--- src/rtl/pacs_pkg.sv ---
// Shared types, token constants and defaults for the PDF active-content screen.
package pacs_pkg;

  localparam int MAX_DEPTH_DEF  = 255;
  localparam int COUNT_BITS_DEF = 32;
  localparam int OUT_COUNT_BITS = 32;
  localparam int HIST_BYTES     = 12;

  localparam int TOK_JS_LEN     = 11;
  localparam int TOK_LAUNCH_LEN = 7;
  localparam int TOK_EMBED_LEN  = 13;

  localparam logic [TOK_JS_LEN-1:0][7:0]     TOK_JS     = "/JavaScript";
  localparam logic [TOK_LAUNCH_LEN-1:0][7:0] TOK_LAUNCH = "/Launch";
  localparam logic [TOK_EMBED_LEN-1:0][7:0]  TOK_EMBED  = "/EmbeddedFile";

  localparam logic [7:0] CH_LPAREN = 8'h28;
  localparam logic [7:0] CH_RPAREN = 8'h29;
  localparam logic [7:0] CH_BSLASH = 8'h5c;
  localparam logic [7:0] CH_PRINT  = 8'h20;

  localparam int HIT_JS     = 0;
  localparam int HIT_LAUNCH = 1;
  localparam int HIT_EMBED  = 2;

  typedef struct packed {
    logic [7:0] data_byte;
    logic       last_byte;
  } in_word_t;

  typedef struct packed {
    logic                      blocked;
    logic [2:0]                token_hits;
    logic [OUT_COUNT_BITS-1:0] text_count;
  } out_word_t;

  typedef struct packed {
    logic fire;
    logic last;
  } step_t;

endpackage

--- src/rtl/pacs_window.sv ---
// Byte history shift line and forbidden-token matcher with sticky hit mask.
module pacs_window (
  input  logic               clk_i,
  input  logic               rst_ni,
  input  pacs_pkg::step_t    step_i,
  input  logic [7:0]         data_byte_i,
  output logic [2:0]         hits_next_o
);
  import pacs_pkg::*;

  logic [HIST_BYTES-1:0][7:0] hist_q;
  logic [HIST_BYTES:0][7:0]   win;
  logic [2:0]                 hit_mask_q;
  logic [2:0]                 match;

  assign win = {hist_q, data_byte_i};

  always_comb begin
    match = 3'b000;
    match[HIT_JS]     = (win[TOK_JS_LEN-1:0] == TOK_JS);
    match[HIT_LAUNCH] = (win[TOK_LAUNCH_LEN-1:0] == TOK_LAUNCH);
    match[HIT_EMBED]  = (win[TOK_EMBED_LEN-1:0] == TOK_EMBED);
  end

  assign hits_next_o = hit_mask_q | match;

  always_ff @(posedge clk_i or negedge rst_ni) begin
    if (!rst_ni) begin
      hist_q     <= '0;
      hit_mask_q <= 3'b000;
    end else if (step_i.fire) begin
      if (step_i.last) begin
        hist_q     <= '0;
        hit_mask_q <= 3'b000;
      end else begin
        hist_q     <= win[HIST_BYTES-1:0];
        hit_mask_q <= hits_next_o;
      end
    end
  end

  a_clear_after_last: assert property (@(posedge clk_i) disable iff (!rst_ni)
    step_i.fire && step_i.last |=> (hit_mask_q == 3'b000) && (hist_q == '0))
    else $error("window state not cleared after last word");

endmodule

--- src/rtl/pacs_counter.sv ---
// Literal-string depth, escape and saturating text byte counter.
module pacs_counter #(
  parameter int MAX_DEPTH  = pacs_pkg::MAX_DEPTH_DEF,
  parameter int COUNT_BITS = pacs_pkg::COUNT_BITS_DEF
) (
  input  logic                  clk_i,
  input  logic                  rst_ni,
  input  pacs_pkg::step_t       step_i,
  input  logic [7:0]            data_byte_i,
  output logic [COUNT_BITS-1:0] tally_next_o
);
  import pacs_pkg::*;

  localparam int DW = $clog2(MAX_DEPTH + 1);

  logic [DW-1:0]         depth_q, depth_d;
  logic                  esc_q, esc_d;
  logic [COUNT_BITS-1:0] tally_q, tally_d;
  logic                  count;

  always_comb begin
    count   = 1'b0;
    depth_d = depth_q;
    esc_d   = esc_q;
    if (depth_q == '0) begin
      if (data_byte_i == CH_LPAREN) depth_d = DW'(1);
    end else if (esc_q) begin
      esc_d = 1'b0;
      count = 1'b1;
    end else if (data_byte_i == CH_BSLASH) begin
      esc_d = 1'b1;
    end else if (data_byte_i == CH_LPAREN) begin
      if (depth_q < DW'(MAX_DEPTH)) depth_d = depth_q + DW'(1);
    end else if (data_byte_i == CH_RPAREN) begin
      depth_d = depth_q - DW'(1);
    end else if (data_byte_i >= CH_PRINT) begin
      count = 1'b1;
    end
    tally_d = (count && !(&tally_q)) ? tally_q + COUNT_BITS'(1) : tally_q;
  end

  assign tally_next_o = tally_d;

  always_ff @(posedge clk_i or negedge rst_ni) begin
    if (!rst_ni) begin
      depth_q <= '0;
      esc_q   <= 1'b0;
      tally_q <= '0;
    end else if (step_i.fire) begin
      if (step_i.last) begin
        depth_q <= '0;
        esc_q   <= 1'b0;
        tally_q <= '0;
      end else begin
        depth_q <= depth_d;
        esc_q   <= esc_d;
        tally_q <= tally_d;
      end
    end
  end

  a_depth_bound: assert property (@(posedge clk_i) disable iff (!rst_ni)
    depth_q <= DW'(MAX_DEPTH))
    else $error("nesting depth above limit");

  a_escape_in_string: assert property (@(posedge clk_i) disable iff (!rst_ni)
    esc_q |-> depth_q != '0)
    else $error("escape pending outside a string");

endmodule

--- src/rtl/pdf_active_content_screen_top.sv ---
// Top level of the PDF active-content screen: input register, step logic, result register.
//
//   channel | port group                       | carries
//   --------+----------------------------------+-----------------------------------
//   in      | in_valid_i in_ready_o in_word_i  | one file byte and last-byte flag
//   out     | out_valid_o out_ready_i out_word_o | verdict, token hits, text count
//
// One word enters per cycle while no held result stalls a last word; the result is registered when its last word steps.
// The step logic from input register to state and result register is combinational.
// Reset clears the history, hit mask, depth, escape and count, and both valid flags.
// A held result stalls only a further last word; other words keep flowing.
module pdf_active_content_screen_top #(
  parameter int MAX_DEPTH  = pacs_pkg::MAX_DEPTH_DEF,
  parameter int COUNT_BITS = pacs_pkg::COUNT_BITS_DEF
) (
  input  logic                clk_i,
  input  logic                rst_ni,
  input  logic                in_valid_i,
  output logic                in_ready_o,
  input  pacs_pkg::in_word_t  in_word_i,
  output logic                out_valid_o,
  input  logic                out_ready_i,
  output pacs_pkg::out_word_t out_word_o
);
  import pacs_pkg::*;

  logic                      in_valid_q;
  in_word_t                  in_q;
  logic                      out_valid_q;
  out_word_t                 out_q;
  step_t                     step;
  logic [2:0]                hits_next;
  logic [COUNT_BITS-1:0]     tally_next;
  logic [OUT_COUNT_BITS-1:0] tally_out;
  logic                      blocked;

  assign step.fire = in_valid_q && (!in_q.last_byte || !out_valid_q || out_ready_i);
  assign step.last = in_q.last_byte;
  assign in_ready_o = !in_valid_q || step.fire;

  pacs_window u_window (
    .clk_i       (clk_i),
    .rst_ni      (rst_ni),
    .step_i      (step),
    .data_byte_i (in_q.data_byte),
    .hits_next_o (hits_next)
  );

  pacs_counter #(
    .MAX_DEPTH  (MAX_DEPTH),
    .COUNT_BITS (COUNT_BITS)
  ) u_counter (
    .clk_i        (clk_i),
    .rst_ni       (rst_ni),
    .step_i       (step),
    .data_byte_i  (in_q.data_byte),
    .tally_next_o (tally_next)
  );

  if (COUNT_BITS > OUT_COUNT_BITS) begin : g_sat
    assign tally_out = (|tally_next[COUNT_BITS-1:OUT_COUNT_BITS]) ? '1 :
                       tally_next[OUT_COUNT_BITS-1:0];
  end else begin : g_ext
    assign tally_out = OUT_COUNT_BITS'(tally_next);
  end

  assign blocked = |hits_next;

  always_ff @(posedge clk_i or negedge rst_ni) begin
    if (!rst_ni) begin
      in_valid_q <= 1'b0;
    end else if (in_ready_o) begin
      in_valid_q <= in_valid_i;
    end
  end

  always_ff @(posedge clk_i) begin
    if (in_ready_o && in_valid_i) in_q <= in_word_i;
  end

  always_ff @(posedge clk_i or negedge rst_ni) begin
    if (!rst_ni) begin
      out_valid_q <= 1'b0;
    end else begin
      out_valid_q <= (step.fire && step.last) || (out_valid_q && !out_ready_i);
    end
  end

  always_ff @(posedge clk_i) begin
    if (step.fire && step.last) begin
      out_q.blocked    <= blocked;
      out_q.token_hits <= hits_next;
      out_q.text_count <= blocked ? '0 : tally_out;
    end
  end

  assign out_valid_o = out_valid_q;
  assign out_word_o  = out_q;

  a_no_overwrite: assert property (@(posedge clk_i) disable iff (!rst_ni)
    !(step.fire && step.last && out_valid_q && !out_ready_i))
    else $error("held result overwritten");

  a_result_follows_last: assert property (@(posedge clk_i) disable iff (!rst_ni)
    step.fire && step.last |=> out_valid_q)
    else $error("last word gave no result");

  a_blocked_zero_count: assert property (@(posedge clk_i) disable iff (!rst_ni)
    out_valid_q && out_q.blocked |-> out_q.text_count == '0)
    else $error("blocked result with nonzero count");

  a_blocked_has_hits: assert property (@(posedge clk_i) disable iff (!rst_ni)
    out_valid_q |-> out_q.blocked == (out_q.token_hits != 3'b000))
    else $error("verdict disagrees with token hits");

endmodule
--- config.mk ---
export PLATFORM = sky130hd
export DESIGN_NAME = pdf_active_content_screen_top
export DESIGN_NICKNAME = d
export VERILOG_FILES = /design/src/rtl/pacs_pkg.sv /design/src/rtl/pacs_window.sv /design/src/rtl/pacs_counter.sv /design/src/rtl/pdf_active_content_screen_top.sv
export SDC_FILE = /design/constraint.sdc
export NUM_CORES = 1
export LEC_CHECK = 0
export BUFFER_PORTS_ARGS = -buffer_cell sky130_fd_sc_hd__buf_2
export CAP_MARGIN = 10
export CORE_ASPECT_RATIO = 1.5
export CORE_MARGIN = 2
export CORE_UTILIZATION = 50
export CTS_BUF_LIST = sky130_fd_sc_hd__clkbuf_4 sky130_fd_sc_hd__clkbuf_8
export DETAILED_ROUTE_END_ITERATION = 16
export PLACE_DENSITY = 0.7
export SETUP_SLACK_MARGIN = 0.02
export SKIP_LAST_GASP = 1
export SLEW_MARGIN = 10
export SYNTH_ARGS = -nofsm -noshare
export SYNTH_HDL_FRONTEND = slang
export SYNTH_HIERARCHICAL = 1
export SYNTH_SLANG_ARGS = --single-unit
--- constraint.sdc ---
create_clock -name clk_i -period 2.9 [get_ports clk_i]
set_clock_uncertainty 0.05 [all_clocks]
set_input_delay 0.29 -clock clk_i [delete_from_list [all_inputs] [get_ports clk_i]]
set_output_delay 0.29 -clock clk_i [all_outputs]
set_load 0.1 [all_outputs]
==> results of run 1 <==
## stage by stage
stage | instances | hold slack, ns | power [W]
after floorplan | 1023 | -0.05559 | 0.004125
after global placement | 1299 | 0.2258 | 0.004418
after detailed placement | 1299 | 0.2266 | 0.004439
after CTS | 1342 | 0.1093 | 0.006298
after global routing | 1344 | 0.1433 | 0.006558
final | 1344 | 0.1324 | 0.006270
## layer usage
layer | track usage [%] | part of all wire (%) | vias to the layer above
met4 | 11.23 | 3.6 | 0
met3 | 4.049 | 3.4 | 50
met2 | 42.71 | 52 | 190
met1 | 29.38 | 41 | 3887
li1 | - | - | 3769
met5 | 0 | 0 | -
## power breakdown
group	total (W)	leakage (nW)	internal (W)	switching (W)
sequential	0.00314	2.34	0.00291	0.000222
combinational	0.00127	1.85	0.000434	0.000841
clock	0.00186	0.207	0.000835	0.00102
total	0.00627	4.40	0.00418	0.00209
## placed cells by master (no fill, tap or decap), types with 20 or more instances in the layout
cell type / Yosys / layout
buf_4: 0 / 32
nand2_1: 38 / 37
o21ai_0: 110 / 110
buf_2: 9 / 49
and2_2: 20 / 20
dfrtp_1: 142 / 141
nor2_1: 30 / 29
nand3b_1: 97 / 97
nor3_1: 31 / 31
nand3_1: 35 / 35
edfxtp_1: 45 / 45
nand4_1: 23 / 23
inv_1: 115 / 115
## logic make-up (layout without fill, tap and decap cells)
group / Yosys count / count (layout)
multiplexers: 2 / 2
AO/OA/AOI/OAI: 205 / 205
buffers and inverters: 186 / 247
flip-flops: 187 / 187
AND/OR/NAND/NOR: 401 / 401
adder cells (fa/ha/maj): 8 / 8
XOR/XNOR: 34 / 34
## state kept, by name (all words and copies together) (netlist names)
name and flops:
u_window/hist_q 96, out_word_o 36, u_counter/tally_q 32, in_q 9, u_counter/depth_q 8, u_window/hit_mask_q 3, in_valid_q 1, out_valid_o 1
u_counter/esc_q 1
## worst min-delay path, stage by stage
cell and delay [ns]:
buf_2 0.09, nor2b_1 0.10, nand2b_1 0.16
## layout make-up
| class | count | area [um^2] |
|---|---|---|
| clock buffers | 19 | 261.5 |
| clock inverters | 13 | 158.9 |
| multi-input cells | 650 | 4447 |
| well taps | 260 | 325.3 |
| repair buffers | 98 | 706.9 |
| inverters | 117 | 439.2 |
| flip-flops and latches | 187 | 4906 |
| fillers | 1717 | 8462 |
## repair_timing
item / CTS / global route
setup buffers: 0 / 2
gates resized for setup: 0 / 5
hold endpoints to repair: 59 / 0
setup endpoints to repair: 0 / 2
hold buffers: 11 / 0
## how the worst max path moves through the flow
| stage | slack, ns | endpoint |
|---|---|---|
| 2_1_floorplan | 0.16 | in_q[0]$_DFFE_PP_ |
| 3_3_place_gp | 0.11 | u_counter/depth_q[7]$_DFFE_PN0P_ |
| 3_5_place_dp | 0.09 | u_counter/depth_q[7]$_DFFE_PN0P_ |
| 4_1_cts | 0.07 | u_counter/depth_q[7]$_DFFE_PN0P_ |
| 5_1_grt | 0.03 | u_counter/depth_q[7]$_DFFE_PN0P_ |
| 6_report | 0.19 | out_word_o[22]$_SDFFCE_PP0P_ |
==> reports/summary.txt, run 1 <==
Total CTS buffers = 17
Grt ovf = 0
Req. time, crit path = 3.10 ns
CTS tree = yes
Slew Limit Fails = 0
Reg-to-Reg End = out_word_o[22]$_SDFFCE_PP0P_
Final Core Density = 57.06%
Placeable Area = 19710 um^2
Class of the worst hold path = input port to register
Crit path max fanout = 23
Syn nets = 1044
Relative slew slack = 25.05%
Max Fclk = 369.4 MHz
Initial antenna violation count = 0
Crit share post-route = 93.34%
Endpoints failing setup = 0
Cell Area, Synth = 10040 um^2
Synth async-reset ratio = 75.94%
Hold Path End = out_valid_o$_DFF_PN0_
Final worst path period need = 2.707 ns
Ratio of cells with drive above 1 in the final layout = 15.31%
Floorplan row count = 63
Clock sink total = 187
DRC viols = 0
Die Wd = 119.7 um
Post-synthesis adder-cell area fraction = 1.071%
Critical path's top delay family = simple AND/OR/NAND/NOR gates
Area share of the largest cell type after synthesis = 35.38%
Worst VDD drop = 0.3969 mV
Fraction of the mapped netlist area in simple logic gates = 25.95%
Die ar. = 21260 um^2
Syn avg cell area = 9.819 um^2
Initial Utilization = 50.97%
Final worst slack = 0.1931 ns
First-pass GRT wire length = 40890 um
Complex-gate fraction of the synthesized area = 13.59%
FF-to-FF Start = in_q[5]$_DFFE_PP_
Critical path endpoint category = register
Flops & latches, synth = 187
Die Y = 177.6 um
Worst hold start = out_ready_i
Post-synth top cells = dfrtp_1 (142), inv_1 (115), o21ai_0 (110)
Gp weighted congestion = 0.8867
Register area share after synthesis = 48.83%
Total GRT Usage = 24.42%
I/O pins = 51
Max-cap violations = 0
Power Density = 557.6 nW/um^2
Crit start category = register
Vias per cell = 5.875
Reg2reg path depth = 8
Placement Cell Area = 10670 um^2
Root Driver = clkbuf_8
Clock Latency Late Sink = 0.49 ns
# diodes = 0
Final Hold Viols = 0
Largest family of logic cells by synthesized area = simple AND/OR/NAND/NOR gates
Detailed-route via count = 7896
Initial DRC Count = 649
Multiplexer share of the synthesized area = 0.2616%
Post-synth EDFFs = 45
Crit-path cells = buf_4 -> nor4bb_1 -> a211oi_1 -> o21ai_1 -> buf_12 -> or4_1 -> xnor2_1 -> and2_1
Post-Place Worst Slack = 0.09444 ns
Area grow syn2layout = 11.95%
Hpwl dp = 16440 um
Yosys cell types = 82
Primary FF master, synth = dfrtp_1
CP max stage delay = 0.51 ns
Count leader, synth = dfrtp_1
Largest net degree at the start of global routing = 168
RSZ-0062 raised after global routing = false
Status = finished, final reports clean
Largest area contributor in the synthesized netlist = dfrtp_1
Synth warn = 6
Top cells by area, synth = dfrtp_1 (35%), edfxtp_1 (13%), nand3b_1 (7.2%)
Final net count = 1092
CP max stage cell = or4_1
Final wirelength = 24720 um
Drt first pass iters = 5
Post-synthesis xor/xnor area fraction = 2.965%
Post-DRT Antenna Nets = 0
Worst Path Arrival = 2.91 ns
Clock tree buffer depth = 2
Vias in the first global route = 7808
DR WL/cell = 18.39 um
Cell area after layout = 11240 um^2
Synth Instances = 1023
Clock Pin Slew Worst Setup and Hold Paths = 0.10 ns
Pleak = 4.404 nW
Hold depth = 3
Worst Setup SP = in_q[5]$_DFFE_PP_
Setup tns final = 0 ns
Crit path buf inv count = 2
Flop2flop setup slack = 0.19 ns
CTS H-tree depth = 4
Crit path kind = register to register
Slew @ Worst Pin = 1.121 ns
Port-buffer cells = 50
Critical path depth = 8
(Power assumes the default switching activity.)
==> run 2: changes to the inputs <==
clock period = 2.2 ns   (was 2.9 ns; I/O delays follow)
==> run 2 against run 1 <==
Against the previous run:
- the flow now finishes with violations (negative setup slack)
- flip-flop and latch count unchanged
- register-to-register slack worse by 0.69 ns
- cell count up 15%
- fmax up 0.32%
- count of clock-buffer cells in the layout down 1
- combinational power up 98%
- via count up 15%
- worst hold slack worse by 0.054 ns
- sequential power up 29%
- design area up 21%
==> reports/summary.txt, run 2 (synthesized netlist as in run 1, its figures left out) <==
Status = finished with violations (was finished, final reports clean)
Failing checks = negative setup slack
Largest register FFs = 96 (unchanged)
Drt first pass iters = 5 (unchanged)
Root Driver = clkbuf_8 (unchanged)
CTS tree = yes (unchanged)
Gp weighted congestion = 0.8662 (was 0.8867)
Initial Utilization = 50.97% (unchanged)
Grt ovf = 0 (unchanged)
Crit path buf inv count = 3 (was 2)
Largest net degree at the start of global routing = 160 (was 168)
# diodes = 0 (unchanged)
Largest reg by FF count = u_window/hist_q (unchanged)
Crit share post-route = 122.7% (was 93.34%)
DR WL/cell = 19.93 um (was 18.39 um)
Max Fclk = 370.6 MHz (was 369.4 MHz)
Worst Path Arrival = 3.02 ns (was 2.91 ns)
Power Density = 670.6 nW/um^2 (was 557.6 nW/um^2)
Port-buffer cells = 50 (unchanged)
Crit path kind = register to register (unchanged)
Clock tree buffer depth = 2 (unchanged)
Total CTS buffers = 17 (unchanged)
Leading cell type in the layout, fill and taps excluded = buf_4 (was dfrtp_1)
Die Y = 177.6 um (unchanged)
Crit start category = register (unchanged)
Initial DRC Count = 743 (was 649)
Final worst slack = -0.4984 ns (was 0.1931 ns)
Area of the multi-input gates = 5152 um^2 (was 4447 um^2)
Detailed-route via count = 9066 (was 7896)
Register Area = 4911 um^2 (was 4906 um^2)
Clock Pin Slew Worst Setup and Hold Paths = 0.10 ns (about the same)
Vias per cell = 5.879 (was 5.875)
Area grow syn2layout = 35.77% (was 11.95%)
Hpwl dp = 18870 um (was 16440 um)
Final worst path period need = 2.698 ns (was 2.707 ns)
Final net count = 1291 (was 1092)
Critical path's top delay family = simple AND/OR/NAND/NOR gates (unchanged)
Worst VDD drop = 0.5842 mV (was 0.3969 mV)
CTS H-tree depth = 4 (unchanged)
Req. time, crit path = 2.52 ns (was 3.10 ns)
Final Core Density = 69.21% (was 57.06%)
Relative slew slack = 50.58% (was 25.05%)
# fillers = 1484 (was 1717)
CP max stage delay = 0.49 ns (was 0.51 ns)
Finished Layout Cells = 1542 (was 1344)
Clock sink total = 187 (unchanged)
RSZ-0062 raised after global routing = true (was false)
Total GRT Usage = 27.64% (was 24.42%)
Routing usage on met2 = 50.76% (was 42.71%)
Crit-path most repeated cell = buf_6
I/O pins = 51 (unchanged)
Clock Latency Late Sink = 0.50 ns (was 0.49 ns)
Final wirelength = 30740 um (was 24720 um)
Placed cells = 1473 (was 1299)
Class of the worst hold path = input port to register (unchanged)
CP max stage cell = edfxtp_1 (was or4_1)
Crit-path cells = buf_6 -> nor4bb_4 -> a211oi_2 -> o21ai_1 -> buf_6 -> buf_12 -> nor4_1 -> xor2_1 -> and2_4 (was buf_4 -> nor4bb_1 -> a211oi_1 -> o21ai_1 -> buf_12 -> or4_1 -> xnor2_1 -> and2_1)
Pwr Total = 0.009146 W (was 0.006270 W)
Crit path max fanout = 6 (was 23)
Slew @ Worst Pin = 0.7389 ns (was 1.121 ns)
Floorplan row count = 63 (unchanged)
First-pass GRT wire length = 45570 um (was 40890 um)
GRT met3 Usage = 4.788% (was 4.049%)
Initial antenna violation count = 0 (unchanged)
Most frequent cells in the layout = buf_4 (198), dfrtp_1 (139), inv_1 (114) (was dfrtp_1 (141), inv_1 (115), o21ai_0 (110))
Die Wd = 119.7 um (unchanged)
Max-cap violations = 0 (unchanged)
Die ar. = 21260 um^2 (unchanged)
Pleak = 5.687 nW (was 4.404 nW)
DRC viols = 0 (unchanged)
Post-DRT Antenna Nets = 0 (unchanged)
Slew Limit Fails = 0 (unchanged)
Ratio of cells with drive above 1 in the final layout = 34.48% (was 15.31%)
Most used routing layer = met2 (unchanged)
Endpoints failing setup = 73 (was 0)
Met1 Usage GRT = 31.01% (was 29.38%)
Vias in the first global route = 8843 (was 7808)
Critical path endpoint category = register (unchanged)
Final Hold Viols = 0 (unchanged)
Placeable Area = 19710 um^2 (unchanged)
run 2: changes by cell type in the layout (fill, tap and decap cells not counted), moves of 7 or more:
cell      before  now
buf_4         32  198
o311ai_0       7    0
ha_4           0    7
and2_4         0   15
and2_2        20    7
buf_6          1   24
run 2: what timing repair did:
item,CTS,global route
hold endpoints to repair,71,0
cloned,3,3
buffers inserted,1,21
setup endpoints to repair,66,77
pin swaps,10,43
gates resized for setup,28,111
hold buffers,11,0
run 2: final cells by class:
class / instances / share of cell area (%)
Timing Repair Buffer: 294 / 17.43
Inverter: 117 / 3.229
Clock buffer: 18 / 1.817
Tap cell: 260 / 2.385
Sequential cell: 187 / 36.01
Clock inverter: 13 / 1.349
Multi-Input combinational cell: 653 / 37.78
run 2: final timing paths:
kind | startpoint | endpoint | slack, ns | depth (start not counted)
worst min-delay path | out_ready_i | in_valid_q$_DFFE_PN0P_ | 0.08 | 3
worst min register to register | u_window/hist_q[11]$_DFFE_PN0P_ | u_window/hist_q[19]$_DFFE_PN0P_ | 0.49 | 2
worst max register to register | in_q[3]$_DFFE_PP_ | out_word_o[30]$_SDFFCE_PP0P_ | -0.50 | 9
min in group asynchronous | rst_ni | u_window/hist_q[15]$_DFFE_PN0P_ | 0.24 | 2
worst max-delay path | in_q[3]$_DFFE_PP_ | out_word_o[30]$_SDFFCE_PP0P_ | -0.50 | 9
max in group asynchronous | rst_ni | u_counter/tally_q[18]$_DFFE_PN0P_ | 1.16 | 3
run 2: stage by stage:
stage / worst slack [ns] / hold slack, ns / TNS, ns / area (um^2)
after floorplan: -0.2777 / -0.1256 / -3.936 / 10300
after global placement: -0.4767 / 0.2212 / -17.42 / 12200
after detailed placement: -0.4986 / 0.2217 / -18.67 / 12200
after CTS: -0.3189 / 0.009603 / -11.68 / 12920
after global routing: -0.5412 / 0.06390 / -23.41 / 13640
final: -0.4984 / 0.07864 / -19.31 / 13640
run 2: worst reg2reg max path: cells and delay by family (launching register included):
family	cells	cell delay, ns
and+or+nand+nor	3	0.63
AOI/OAI and AO/OA	2	0.58
DFF	1	0.49
buffers and inverters	3	0.49
xor gates and xnor gates	1	0.35
run 2: metal layers:
metal  part of all wire, %  vias up
met4                   4.4        0
li1                      -     4177
met1                    38     4492
met5                     0        -
met2                    54      305
met3                   4.0       92
run 2: power by group:
part / switching, W / total (W) / internal [W]
Clock: 0.00133 / 0.00260 / 0.00127
Combinational: 0.00148 / 0.00251 / 0.00103
Sequential: 0.000195 / 0.00404 / 0.00384
==> run 3: changes to the inputs <==
==> constraint.sdc (replaced) <==
create_clock -name clk_i -period 2.2 [get_ports clk_i]
set_clock_uncertainty 0.05 [all_clocks]
set_input_delay 0.44 -clock clk_i [delete_from_list [all_inputs] [get_ports clk_i]]
set_output_delay 0.44 -clock clk_i [all_outputs]
set_load 0.1 [all_outputs]
==> run 3 against run 2 <==
Against the previous run:
- critical path type unchanged
- core utilization fell by 2.4 points
- flip-flop and latch count did not move
- the run still ends with negative setup slack left
- largest power group unchanged
- design area fell by 3.5%
- largest cell class is now sequential cells
==> reports/summary.txt, run 3 (synthesized netlist as in run 1, its figures left out) <==
Worst hold start = in_word_i[0] (was out_ready_i)
Detailed-route via count = 8825 (was 9066)
Max-cap violations = 0 (unchanged)
Grt ovf = 0 (unchanged)
Largest register FFs = 96 (unchanged)
Slew @ Worst Pin = 0.5400 ns (was 0.7389 ns)
Largest reg by FF count = u_window/hist_q (unchanged)
Final Hold Viols = 0 (unchanged)
Vias per cell = 5.757 (was 5.879)
Critical path endpoint category = register (unchanged)
Leading cell type in the layout, fill and taps excluded = buf_4 (unchanged)
Status = finished with violations (unchanged)
Cell area after layout = 13160 um^2 (was 13640 um^2)
Gate power share = 26.3% (was 27.4%)
Area of the multi-input gates = 4873 um^2 (was 5152 um^2)
Flop pwr share = 45.2% (was 44.2%)
Final wirelength = 28390 um (was 30740 um)
I/O pins = 51 (unchanged)
Area grow syn2layout = 31.02% (was 35.77%)
Req. time, crit path = 2.50 ns (was 2.52 ns)
Pwr Total = 0.008893 W (was 0.009146 W)
Slew Limit Fails = 0 (unchanged)
Max Fclk = 386.2 MHz (was 370.6 MHz)
CTS H-tree depth = 4 (unchanged)
Post-DRT Antenna Nets = 0 (unchanged)
Final worst slack = -0.3896 ns (was -0.4984 ns)
Clock Latency Late Sink = 0.48 ns (was 0.50 ns)
Clock power share = 28.5% (was 28.4%)
Total GRT Usage = 27.54% (was 27.64%)
Drt first pass iters = 5 (unchanged)
Internal = 0.006053 W (was 0.006146 W)
Clock sink total = 187 (unchanged)
Crit share post-route = 117.7% (was 122.7%)
# fillers = 1566 (was 1484)
DR WL/cell = 18.52 um (was 19.93 um)
Total CTS buffers = 17 (unchanged)
Vias in the first global route = 8886 (was 8843)
Endpoints failing setup = 57 (was 73)
Final Core Density = 66.78% (was 69.21%)
Reg-to-Reg End = u_counter/depth_q[7]$_DFFE_PN0P_ (was out_word_o[30]$_SDFFCE_PP0P_)
Gp weighted congestion = 0.8656 (was 0.8662)
Die Y = 177.6 um (unchanged)
Register Area = 4911 um^2 (unchanged)
Power Density = 675.7 nW/um^2 (was 670.6 nW/um^2)
Placement Cell Area = 12220 um^2 (was 12200 um^2)
Final worst path period need = 2.590 ns (was 2.698 ns)
Crit start category = register (unchanged)
Worst Path Arrival = 2.89 ns (was 3.02 ns)
CTS tree = yes (unchanged)
Most frequent cells in the layout = buf_4 (213), dfrtp_1 (139), inv_1 (115) (was buf_4 (198), dfrtp_1 (139), inv_1 (114))
Sw power = 0.002839 W (was 0.003000 W)
Hold Path End = in_q[0]$_DFFE_PP_ (was in_valid_q$_DFFE_PN0P_)
Failing checks = negative setup slack (unchanged)
RSZ-0062 raised after global routing = true (unchanged)
Initial DRC Count = 709 (was 743)
Placeable Area = 19710 um^2 (unchanged)
Port-buffer cells = 50 (unchanged)
Crit path max fanout = 7 (was 6)
Flop2flop setup slack = -0.39 ns (was -0.50 ns)
Crit path kind = register to register (unchanged)
Clock Pin Slew Worst Setup and Hold Paths = 0.09 ns (was 0.10 ns)
CP max stage delay = 0.41 ns (was 0.49 ns)
Largest net degree at the start of global routing = 112 (was 160)
Pleak = 5.524 nW (was 5.687 nW)
Hpwl dp = 18770 um (was 18870 um)
Die ar. = 21260 um^2 (unchanged)
Clock tree buffer depth = 2 (unchanged)
Ratio of cells with drive above 1 in the final layout = 32.21% (was 34.48%)
Relative slew slack = 63.88% (was 50.58%)
Class of the worst hold path = input port to register (unchanged)
Reg2reg path depth = 9 (unchanged)
First-pass GRT wire length = 45660 um (was 45570 um)
Initial antenna violation count = 0 (unchanged)
DRC viols = 0 (unchanged)
Final net count = 1281 (was 1291)
FF-to-FF Start = in_q[8]$_DFFE_PP_ (was in_q[3]$_DFFE_PP_)
Worst VDD drop = 0.5080 mV (was 0.5842 mV)
Hold depth = 1 (was 3)
Die Wd = 119.7 um (unchanged)
CP max stage cell = edfxtp_1 (unchanged)
Crit-path cells = buf_6 -> nor4b_4 -> nand2_4 -> ha_4 -> or2_2 -> a21oi_2 -> o21ai_1 -> and4b_1 -> a221o_1 (was buf_6 -> nor4bb_4 -> a211oi_2 -> o21ai_1 -> buf_6 -> buf_12 -> nor4_1 -> xor2_1 -> and2_4)
Root Driver = clkbuf_8 (unchanged)
Sw Ratio = 31.93% (was 32.80%)
# diodes = 0 (unchanged)
Initial Utilization = 50.97% (unchanged)
Floorplan row count = 63 (unchanged)
[run 3: cell type report]
cell class	instances	share of cell area [%]
clock buffers	21	2.196
clock inverters	11	1.188
inverters	117	3.347
multi-input cells	654	37.03
flip-flops and latches	187	37.32
well taps	260	2.472
repair buffers	283	16.45
[run 3: power by group through the flow]
| stage | clock [W] | combinational [W] | sequential, W |
|---|---|---|---|
| 5_1_grt | 0.00274 | 0.00251 | 0.00404 |
| 6_report | 0.00253 | 0.00234 | 0.00402 |
| 2_1_floorplan | 0 | 0.000993 | 0.00452 |
| 3_3_place_gp | 0 | 0.00216 | 0.00408 |
| 3_5_place_dp | 0 | 0.00220 | 0.00409 |
| 4_1_cts | 0.00259 | 0.00229 | 0.00402 |
[run 3: worst max-delay path by stage]
stage | endpoint | slack, ns | depth (start not counted) | from
2_1_floorplan | in_q[0]$_DFFE_PP_ | -0.28 | 2 | out_valid_o$_DFF_PN0_
3_3_place_gp | u_counter/depth_q[7]$_DFFE_PN0P_ | -0.46 | 10 | in_q[2]$_DFFE_PP_
3_5_place_dp | u_counter/depth_q[7]$_DFFE_PN0P_ | -0.53 | 10 | in_q[2]$_DFFE_PP_
4_1_cts | u_counter/depth_q[7]$_DFFE_PN0P_ | -0.32 | 9 | in_q[1]$_DFFE_PP_
5_1_grt | u_counter/depth_q[7]$_DFFE_PN0P_ | -0.47 | 10 | in_q[8]$_DFFE_PP_
6_report | u_counter/depth_q[7]$_DFFE_PN0P_ | -0.39 | 9 | in_q[8]$_DFFE_PP_
[run 3: critical path, delay by kind of cell, from the launching register on]
kind | cells | cell delay [ns]
DFF | 1 | 0.41
AOI/OAI and AO/OA | 3 | 0.57
and+or+nand+nor | 4 | 1.05
adders and majority gates | 1 | 0.25
buffers and inverters | 1 | 0.14
[run 3: per-stage QoR]
stage               instances  setup slack, ns  hold slack, ns  setup TNS [ns]
finish                   1533          -0.3896         0.09238          -10.46
global route             1533          -0.4744         0.05998          -15.59
CTS                      1528          -0.3175         0.06603          -11.11
detailed placement       1476          -0.5286          0.3633          -15.61
global placement         1476          -0.4619          0.3622          -15.14
floorplan                1023          -0.2777         0.09441          -3.936
[run 3: layer usage]
metal	GRT usage, %	routed length (um)	vias to the layer above
met3	4.531	1248	87
met4	15.29	1390	0
li1	-	-	4156
met2	49.12	14810	266
met1	31.21	10940	4316
met5	0	0	-
[run 3: repair_timing]
action / 4_1_cts / 5_1_grt
hold endpoints to repair: 42 / 0
hold buffers: 1 / 0
buffers inserted: 15 / 6
gates resized for setup: 52 / 18
cloned: 4 / 0
pin swaps: 42 / 3
endpoints found under the setup margin: 67 / 80
